### src/design/dvdif_pkg.sv
// Shared types and constants for the DV DIF frame assembler.
package dvdif_pkg;

  localparam int NUM_BUFFERS_DEF = 4;
  localparam int FRAME_BYTES_DEF = 144000;

  localparam int BUF_W  = 4;
  localparam int ADDR_W = 18;
  localparam int LEN_W  = 11;
  localparam int QCNT_W = 9;

  localparam logic [QCNT_W-1:0] QCNT_MAX     = '1;
  localparam logic [QCNT_W-1:0] HDR_QUADLET  = 9'd3;
  localparam logic [LEN_W-1:0]  LEN_OVERHEAD = 11'd16;
  localparam logic [ADDR_W-1:0] ADDR_SAT     = '1;

  // Item operation codes.
  localparam logic OP_QUADLET = 1'b0;
  localparam logic OP_RETURN  = 1'b1;

  // DIF section types.
  localparam logic [2:0] SECT_HEADER  = 3'd0;
  localparam logic [2:0] SECT_SUBCODE = 3'd1;
  localparam logic [2:0] SECT_VAUX    = 3'd2;
  localparam logic [2:0] SECT_AUDIO   = 3'd3;
  localparam logic [2:0] SECT_VIDEO   = 3'd4;

  typedef struct packed {
    logic              op;
    logic [31:0]       quadlet;
    logic              first;
    logic [LEN_W-1:0]  packet_len;
    logic [BUF_W-1:0]  buffer_index;
  } item_t;

  typedef struct packed {
    logic              write_enable;
    logic [BUF_W-1:0]  write_buffer;
    logic [ADDR_W-1:0] write_address;
    logic [31:0]       write_data;
    logic              frame_done;
    logic [BUF_W-1:0]  done_buffer;
    logic [ADDR_W-1:0] done_bytes;
    logic              underrun_seen;
    logic              overflow_drop;
  } result_t;

  typedef struct packed {
    logic             pop;
    logic             push;
    logic [BUF_W-1:0] push_buf;
  } fifo_req_t;

  typedef struct packed {
    logic [BUF_W-1:0] head_buf;
    logic             empty;
    logic             full;
  } fifo_stat_t;

endpackage

### src/design/dvdif_free_fifo.sv
// Free frame buffer list kept in a small synchronous memory with a prefetched head.
module dvdif_free_fifo import dvdif_pkg::*; #(
  parameter int NUM_BUFFERS = NUM_BUFFERS_DEF
) (
  input  logic       clk,
  input  logic       rst,
  input  fifo_req_t  req,
  output fifo_stat_t stat
);

  localparam int PTR_W = (NUM_BUFFERS > 1) ? $clog2(NUM_BUFFERS) : 1;
  localparam int CNT_W = $clog2(NUM_BUFFERS + 1);

  logic [BUF_W-1:0]       mem [NUM_BUFFERS];
  logic [NUM_BUFFERS-1:0] written;
  logic [PTR_W-1:0]       head;
  logic [PTR_W-1:0]       head_next;
  logic [PTR_W-1:0]       tail;
  logic [CNT_W:0]         tail_sum;
  logic [CNT_W-1:0]       count;
  logic                   push;
  logic                   pop;

  // Registered read of the entry at the head, with a bypass for a same-cycle write.
  logic [BUF_W-1:0]       rd_data;
  logic [BUF_W-1:0]       fwd_data;
  logic                   rd_fwd;
  logic                   rd_written;

  assign push = req.push && (count < CNT_W'(NUM_BUFFERS));
  assign pop  = req.pop && (count != '0);

  always_comb begin
    tail_sum = (CNT_W+1)'(head) + (CNT_W+1)'(count);
    if (tail_sum >= (CNT_W+1)'(NUM_BUFFERS)) begin
      tail_sum = tail_sum - (CNT_W+1)'(NUM_BUFFERS);
    end
    tail = tail_sum[PTR_W-1:0];
    head_next = head;
    if (pop) begin
      head_next = (head == PTR_W'(NUM_BUFFERS - 1)) ? '0 : head + 1'b1;
    end
  end

  always_ff @(posedge clk) begin
    if (rst) begin
      head       <= '0;
      count      <= CNT_W'(NUM_BUFFERS);
      written    <= '0;
      rd_fwd     <= 1'b0;
      rd_written <= 1'b0;
    end else begin
      head <= head_next;
      if (push) begin
        count         <= count + 1'b1;
        written[tail] <= 1'b1;
      end else if (pop) begin
        count <= count - 1'b1;
      end
      rd_fwd     <= push && (tail == head_next);
      rd_written <= written[head_next];
    end
  end

  always_ff @(posedge clk) begin
    if (push) begin
      mem[tail] <= req.push_buf;
    end
    rd_data  <= mem[head_next];
    fwd_data <= req.push_buf;
  end

  // An entry never written reads as its own index.
  assign stat.head_buf = rd_fwd ? fwd_data : (rd_written ? rd_data : BUF_W'(head));
  assign stat.empty    = (count == '0);
  assign stat.full     = (count == CNT_W'(NUM_BUFFERS));

endmodule

### src/design/dvdif_frame_ctrl.sv
// Packet tracking, DIF header decode, address generation and frame accounting.
module dvdif_frame_ctrl import dvdif_pkg::*; #(
  parameter int FRAME_BYTES = FRAME_BYTES_DEF
) (
  input  logic       clk,
  input  logic       rst,
  input  logic       accept,
  input  item_t      item,
  input  fifo_stat_t fifo_stat,
  output fifo_req_t  fifo_req,
  output result_t    res
);

  logic [QCNT_W-1:0] quadlet_count, quadlet_count_next;
  logic [ADDR_W-1:0] packet_base, packet_base_next;
  logic              packet_active, packet_active_next;
  logic              section_known, section_known_next;
  logic              current_valid, current_valid_next;
  logic [BUF_W-1:0]  current_buffer, current_buffer_next;
  logic [ADDR_W-1:0] frame_bytes, frame_bytes_next;
  logic              underrun_flag, underrun_flag_next;

  logic [QCNT_W-1:0] k;
  logic [QCNT_W-1:0] k_off;
  logic [LEN_W-1:0]  byte_off;
  logic [LEN_W-1:0]  pay;
  logic              long_pkt;
  logic [2:0]        sect;
  logic [3:0]        seq;
  logic [7:0]        blk;
  logic [19:0]       blk_div_prod;
  logic [19:0]       sect_off;
  logic [19:0]       base_sum;
  logic [ADDR_W-1:0] hdr_base;
  logic [ADDR_W:0]   addr;
  logic [ADDR_W:0]   byte_sum;

  assign sect = item.quadlet[31:29];
  assign seq  = item.quadlet[23:20];
  assign blk  = item.quadlet[15:8];

  // blk / 15 through a reciprocal; exact for every 8-bit block number.
  assign blk_div_prod = 20'(blk) * 20'd2185;

  always_comb begin
    unique case (sect)
      SECT_HEADER:  sect_off = '0;
      SECT_SUBCODE: sect_off = (20'd1 + 20'(blk)) * 20'd80;
      SECT_VAUX:    sect_off = (20'd3 + 20'(blk)) * 20'd80;
      SECT_AUDIO:   sect_off = (20'd6 + (20'(blk) << 4)) * 20'd80;
      default:      sect_off = (20'd7 + 20'(blk_div_prod[19:15]) + 20'(blk)) * 20'd80;
    endcase
    base_sum = 20'(seq) * 20'd12000 + sect_off;
    hdr_base = (base_sum > 20'(ADDR_SAT)) ? ADDR_SAT : base_sum[ADDR_W-1:0];
  end

  always_comb begin
    quadlet_count_next  = quadlet_count;
    packet_base_next    = packet_base;
    packet_active_next  = packet_active;
    section_known_next  = section_known;
    current_valid_next  = current_valid;
    current_buffer_next = current_buffer;
    frame_bytes_next    = frame_bytes;
    underrun_flag_next  = underrun_flag;
    fifo_req            = '0;
    res                 = '0;

    k        = item.first ? '0 : quadlet_count;
    k_off    = k - HDR_QUADLET;
    byte_off = {k_off, 2'b00};
    long_pkt = item.packet_len > LEN_OVERHEAD;
    pay      = item.packet_len - LEN_OVERHEAD;
    addr     = '0;
    byte_sum = '0;

    if (item.op == OP_QUADLET) begin
      if (item.first) begin
        packet_active_next = long_pkt;
      end
      quadlet_count_next = (k < QCNT_MAX) ? k + 1'b1 : QCNT_MAX;

      if (packet_active_next && long_pkt && (k >= HDR_QUADLET)) begin
        if (k == HDR_QUADLET) begin
          if ((sect == SECT_HEADER) && (seq == '0)) begin
            if (current_valid) begin
              res.frame_done  = 1'b1;
              res.done_buffer = current_buffer;
              res.done_bytes  = frame_bytes;
            end
            current_valid_next = 1'b0;
            if (!fifo_stat.empty) begin
              current_buffer_next = fifo_stat.head_buf;
              current_valid_next  = 1'b1;
              frame_bytes_next    = '0;
              fifo_req.pop        = accept;
            end else begin
              underrun_flag_next = 1'b1;
            end
          end
          section_known_next = (sect <= SECT_VIDEO);
          packet_base_next   = section_known_next ? hdr_base : '0;
          if (current_valid_next) begin
            byte_sum = (ADDR_W+1)'(frame_bytes_next) + (ADDR_W+1)'(pay);
            frame_bytes_next = byte_sum[ADDR_W] ? ADDR_SAT : byte_sum[ADDR_W-1:0];
          end
        end
        if (current_valid_next && section_known_next && (byte_off < pay)) begin
          addr = (ADDR_W+1)'(packet_base_next) + (ADDR_W+1)'(byte_off);
          if (addr <= (ADDR_W+1)'(FRAME_BYTES - 4)) begin
            res.write_enable  = 1'b1;
            res.write_buffer  = current_buffer_next;
            res.write_address = addr[ADDR_W-1:0];
            res.write_data    = item.quadlet;
          end else begin
            res.overflow_drop = 1'b1;
          end
        end
      end
    end else if (!fifo_stat.full) begin
      fifo_req.push     = accept;
      fifo_req.push_buf = item.buffer_index;
    end

    res.underrun_seen = underrun_flag_next;
  end

  always_ff @(posedge clk) begin
    if (rst) begin
      quadlet_count  <= '0;
      packet_base    <= '0;
      packet_active  <= 1'b0;
      section_known  <= 1'b0;
      current_valid  <= 1'b0;
      current_buffer <= '0;
      frame_bytes    <= '0;
      underrun_flag  <= 1'b0;
    end else if (accept) begin
      quadlet_count  <= quadlet_count_next;
      packet_base    <= packet_base_next;
      packet_active  <= packet_active_next;
      section_known  <= section_known_next;
      current_valid  <= current_valid_next;
      current_buffer <= current_buffer_next;
      frame_bytes    <= frame_bytes_next;
      underrun_flag  <= underrun_flag_next;
    end
  end

endmodule

### src/design/dv_dif_packet_frame_assembler_top.sv
// Top level of the DV DIF frame assembler: packet control, free buffer list, output register.
//
// The block takes one beat per clock, either a packet quadlet or a buffer returned by the
// host, and gives exactly one result beat for each, registered through a
// single output register; the sustained rate is one beat per clock while the result side
// takes beats. The free buffer list lives in a small synchronous memory whose registered
// read is aimed at the next head entry, so the next free buffer is always
// ready when a frame-start header arrives; a buffer returned in the same cycle as that
// read is bypassed straight into the head register. Entries of the free list carry a
// written bit each, and an entry never written reads as its own index, so no clearing
// pass follows reset. A packet is used only when it is longer than 16 bytes; its fourth
// quadlet carries the DIF header, and a header of section 0, sequence 0 closes the
// current frame (frame_done with its saturating byte count) and takes the next free
// buffer, setting the sticky underrun flag when none is left. Payload quadlets get a
// byte address from the section rules; writes that would pass the frame size are
// dropped and flagged with overflow_drop.
module dv_dif_packet_frame_assembler_top import dvdif_pkg::*; #(
  parameter int NUM_BUFFERS = NUM_BUFFERS_DEF,
  parameter int FRAME_BYTES = FRAME_BYTES_DEF
) (
  input  logic    clk,
  input  logic    rst,
  input  logic    item_valid,
  output logic    item_ready,
  input  item_t   item,
  output logic    result_valid,
  input  logic    result_ready,
  output result_t result
);

  logic       accept;
  result_t    res_next;
  fifo_req_t  fifo_req;
  fifo_stat_t fifo_stat;

  // The output register frees up whenever its beat is taken, so a new beat can enter
  // in the same cycle.
  assign item_ready = !result_valid || result_ready;
  assign accept     = item_valid && item_ready;

  dvdif_frame_ctrl #(
    .FRAME_BYTES(FRAME_BYTES)
  ) u_ctrl (
    .clk       (clk),
    .rst       (rst),
    .accept    (accept),
    .item      (item),
    .fifo_stat (fifo_stat),
    .fifo_req  (fifo_req),
    .res       (res_next)
  );

  dvdif_free_fifo #(
    .NUM_BUFFERS(NUM_BUFFERS)
  ) u_free (
    .clk  (clk),
    .rst  (rst),
    .req  (fifo_req),
    .stat (fifo_stat)
  );

  always_ff @(posedge clk) begin
    if (rst) begin
      result_valid <= 1'b0;
    end else if (accept) begin
      result_valid <= 1'b1;
    end else if (result_ready) begin
      result_valid <= 1'b0;
    end
  end

  always_ff @(posedge clk) begin
    if (accept) begin
      result <= res_next;
    end
  end

`ifndef SYNTHESIS
  // Frame addresses are section bases (multiples of 80) plus whole quadlets.
  a_write_aligned: assert property (@(posedge clk) disable iff (rst)
    result_valid && result.write_enable |-> result.write_address[1:0] == 2'b00)
    else $error("write address not quadlet aligned");

  // A stored quadlet always fits inside the frame.
  a_write_in_frame: assert property (@(posedge clk) disable iff (rst)
    result_valid && result.write_enable |->
      result.write_address <= ADDR_W'(FRAME_BYTES - 4))
    else $error("write address past frame end");

  // A quadlet is either stored or dropped for overflow, never both.
  a_write_or_drop: assert property (@(posedge clk) disable iff (rst)
    result_valid |-> !(result.write_enable && result.overflow_drop))
    else $error("write and overflow drop together");

  // A buffer is only taken from the free list while it holds one.
  a_pop_nonempty: assert property (@(posedge clk) disable iff (rst)
    fifo_req.pop |-> !fifo_stat.empty && !fifo_req.push)
    else $error("free list popped while empty");
`endif

endmodule
### config.mk
export PLATFORM = sky130hd
export DESIGN_NAME = dv_dif_packet_frame_assembler_top
export DESIGN_NICKNAME = d
export VERILOG_FILES = /design/src/design/dvdif_pkg.sv /design/src/design/dvdif_free_fifo.sv /design/src/design/dvdif_frame_ctrl.sv /design/src/design/dv_dif_packet_frame_assembler_top.sv
export SDC_FILE = /design/constraint.sdc
export NUM_CORES = 1
export LEC_CHECK = 0
export ABC_AREA = 1
export BUFFER_PORTS_ARGS = -buffer_cell sky130_fd_sc_hd__buf_2
export CAP_MARGIN = 20
export CORE_UTILIZATION = 30
export DETAILED_ROUTE_END_ITERATION = 12
export GPL_TIMING_DRIVEN = 0
export PLACE_DENSITY_LB_ADDON = 0.25
export SYNTH_ARGS = -nofsm -noshare
export SYNTH_HDL_FRONTEND = slang
export SYNTH_SLANG_ARGS = --single-unit
### constraint.sdc
create_clock -name clk -period 14.6 [get_ports clk]
set_clock_uncertainty 0.15 [all_clocks]
set_input_delay 2.92 -clock clk [delete_from_list [all_inputs] [get_ports clk]]
set_output_delay 2.92 -clock clk [all_outputs]
set_load 0.005 [all_outputs]
==> results.md <==
- Num rows: 76
- Post-synth ARST share: 0%
- Worst Path Class, Setup: in2reg
- Starting Density: 30.7%
- CP startpoint kind: primary input
- Comb pwr share: between 40% and 50%
- WP data required: 14640 ps
- Die Y-Extent: 213 um
- Root buffer cell: clkbuf_16
- Clock slew at the register clock pins of the worst setup and hold paths: roughly 60 ps
- Worst Max-Slew Pin Slew: a little under 900 ps
- Slowest stage cell, crit path: fa_1
- Post-Place Worst Slack: 713 ps
- Switch share: between 30 and 40%
- Setup ws final: 1150 ps
- RSZ-0062 raised after global routing: no
- Register area: 4340 um^2
- Hold path depth: 2
- Post-synth EDFFs: 96
- Crit path largest cell delay: between 500 and 600 ps
- CTS tree: yes
- Slew Viols, Final: 0
- Chip width: around 210 um
- Final total power: between 1.5 and 2 mW
- Drt first-iter violations: around 620
- DRC violations left: 0
- NetSw: just over 600 uW
- Cell mode on critical path: nand2_1
- Status: complete, no violations
- Total track usage: approximately 15%
- Period utilization: between 90% and 100%
- Largest net degree at the start of global routing: between 60 and 70
- Max-slew headroom: around two fifths
- IO Pins: between 100 and 150
- Seq/Total Area, Yosys: between 30% and 40%
- Hold_sp: u_ctrl.packet_base[0]
- Clk sinks: roughly 170
- Final hold vios: 0
- Grt total ovfl: 0
- Leakage: 7.24 nW
- VDD IR max: ~72 uV
- Net count, final: just over 2000
- Hold slack final: roughly 320 ps
- Die area: 45400 um^2
- PortBufs: 133
- Ys Warns: 0
- Library cells used by synthesis: 63
- Setup-failing EPs final: 0
- Gate Count Post-Synth: roughly 1600
- Share of cells above drive strength 1: approximately 16%
- Post-CTS sizing: 0
- Vias in the first global route: between 10000 and 15000
- Max Clock Freq: 0.0743 GHz
- Global-route wire length before repair: 53900 um
- WHS Endpoint: u_ctrl.packet_base[0]
- Flop pwr share: around a third
- DRT Pass-1 Iters: 5
- Tmin final: around 13000 ps
- Drt wl/cell: 14.0 um
- Multi-input logic area: between 7000 and 8000 um^2
- R2R Setup Slk: between 9000 and 10000 ps
- Initial antenna violation count: 3
- Htree depth: 4
- Crit Path Max Fanout: 11
- Worst-Skew Late Latency: between 400 and 500 ps
- Total Neg Setup Slack: 0 ps
- Hold Path Class: reg2reg
- Avg Inst Size Synth: 8.18 um^2
- Reg-to-reg critical path endpoint: result[71]
- Area Growth Syn to Fin: 15.0%
- Cell area after synthesis: 13400 um^2
- Hpwl dp: 27000 um
- Post-CTS Setup Inserts: 0
- DR vias/cell: about 4.6
- TritonCTS Buffers: 17
- Hold_buf cts: 0
- GPL Wtd Cong: 0.890
- CTS Buffer Depth: 2
- Routed Antenna Nets: 0
- Reg2Reg Depth: 27
- Primary FF master, synth: edfxtp_1
- Fillcell total: between 4000 and 5000
- Synth Register Bits: ~170
- Internal: about 1.0 mW
- Via count: approximately 11000
- Clock power frac: between 20% and 30%
- WL final: 33300 um
- PD cells: about 110 nW/um^2
- Core ar.: around 44000 um^2
- Crit end category: flop
- Crit path DAT: around 14000 ps
- Max-cap viol count: 0
- Crit Reg-Reg Startpoint: u_ctrl.quadlet_count[0]
## worst max-delay path, delay by kind of cell
family / cells / cell delay (ps)
AO/OA/AOI/OAI: 13 / 2500
XOR/XNOR: 3 / 670
adder cells (fa/ha/maj): 9 / 3180
buffers and inverters: 11 / 1320
AND/OR/NAND/NOR: 26 / 2880
## through the flow
stage          cells  util, %  cell area, um^2
2_1_floorplan   1637        -            13400
3_3_place_gp    2355     33.9            14800
3_5_place_dp    2356     34.0            14800
4_1_cts         2388     35.3            15400
5_1_grt         2389     35.3            15400
6_report        2389     35.3            15400
## power by group through the flow
stage / Sequential [mW] / Clock, mW / Combinational, mW
floorplan: 0.531 / 0 / 0.490
global route: 0.519 / 0.481 / 0.766
global placement: 0.530 / 0 / 0.658
CTS: 0.518 / 0.466 / 0.670
detailed placement: 0.529 / 0 / 0.665
finish: 0.518 / 0.451 / 0.665
## state kept, by name, summed over array words and instances, names as in the netlist, 2 cells and up
register and flops:
result 80, u_ctrl.frame_bytes 18, u_ctrl.packet_base 18, u_free.mem 16, u_ctrl.quadlet_count 9, u_ctrl.current_buffer 4
u_free.fwd_data 4, u_free.rd_data 4, u_free.written 4, u_free.count 3, u_free.head 2
## logic make-up after synthesis
| group | Yosys count | share of synthesized area (%) |
|---|---|---|
| adders and majority gates | 175 | 17.2 |
| and+or+nand+nor | 596 | 22.5 |
| xor gates and xnor gates | 79 | 5.17 |
| DFF | 169 | 32.5 |
| AOI/OAI and AO/OA | 281 | 12.3 |
| buffers and inverters | 333 | 10.1 |
| other | 1 | 0.0280 |
| muxes | 2 | 0.168 |
## synthesized netlist by cell type, drive strengths merged, types with 2 or more instances
master	instances	area (um^2)
clkinv	3	11.3
clkbuf	17	63.8
nor3	24	136
nand3	70	448
a211oi	2	15.0
nor2	235	1290
nand2	236	928
nor4	2	12.5
edfxtp	96	2880
o211ai	4	30.0
buf	12	138
a31oi	13	81.3
dfxtp	73	1460
mux2	2	22.5
o22ai	7	43.8
or2	9	56.3
inv	301	1130
o31ai	5	37.5
a221oi	5	43.8
o21bai	18	135
nand4	13	87.6
nand3b	4	33.8
a32o	2	20.0
xnor2	18	158
a21o	4	30.0
o21a	2	15.0
o21ai	96	488
o221ai	16	140
xor2	61	534
ha	158	1980
fa	16	320
a21oi	99	495
## area by class of cell
class | instances | share of cell area [%]
Clock inverter | 10 | 0.740
Antenna cell | 1 | 0.0163
Inverter | 304 | 7.45
Sequential cell | 169 | 28.3
Buffer | 29 | 1.31
Clock buffer | 22 | 2.95
Timing Repair Buffer | 134 | 4.51
Multi-Input combinational cell | 1135 | 50.0
Tap cell | 585 | 4.76
## per-layer routing
metal | track usage, % | part of all wire, %
met4 | 5.79 | 2.4
met1 | 19.6 | 48
met2 | 25.4 | 47
met3 | 2.29 | 3.1
met5 | 0 | 0.051
## worst max path at each step
stage | slack [ps] | endpoint | cells past startpoint | startpoint
after CTS | 1160 | result[71] | 58 | item[29]
after global placement | 790 | result[75] | 59 | item[29]
after floorplan | 2510 | result[78] | 62 | item[28]
after detailed placement | 710 | result[75] | 58 | item[29]
final | 1150 | result[71] | 62 | item[29]
after global routing | 50 | result[71] | 64 | item[29]
## cell usage in the layout, fill, tap and decap left out, types with 47 or more instances in the layout
cell type	netlist	routed
inv_1	293	292
nand2_1	225	225
nor2_1	166	166
ha_1	158	158
buf_2	4	137
a21oi_1	99	99
edfxtp_1	96	96
o21ai_0	91	91
dfxtp_1	73	73
xor2_1	61	61
nand3_1	58	58
nor2_4	47	47
(Power assumes the default switching activity.)
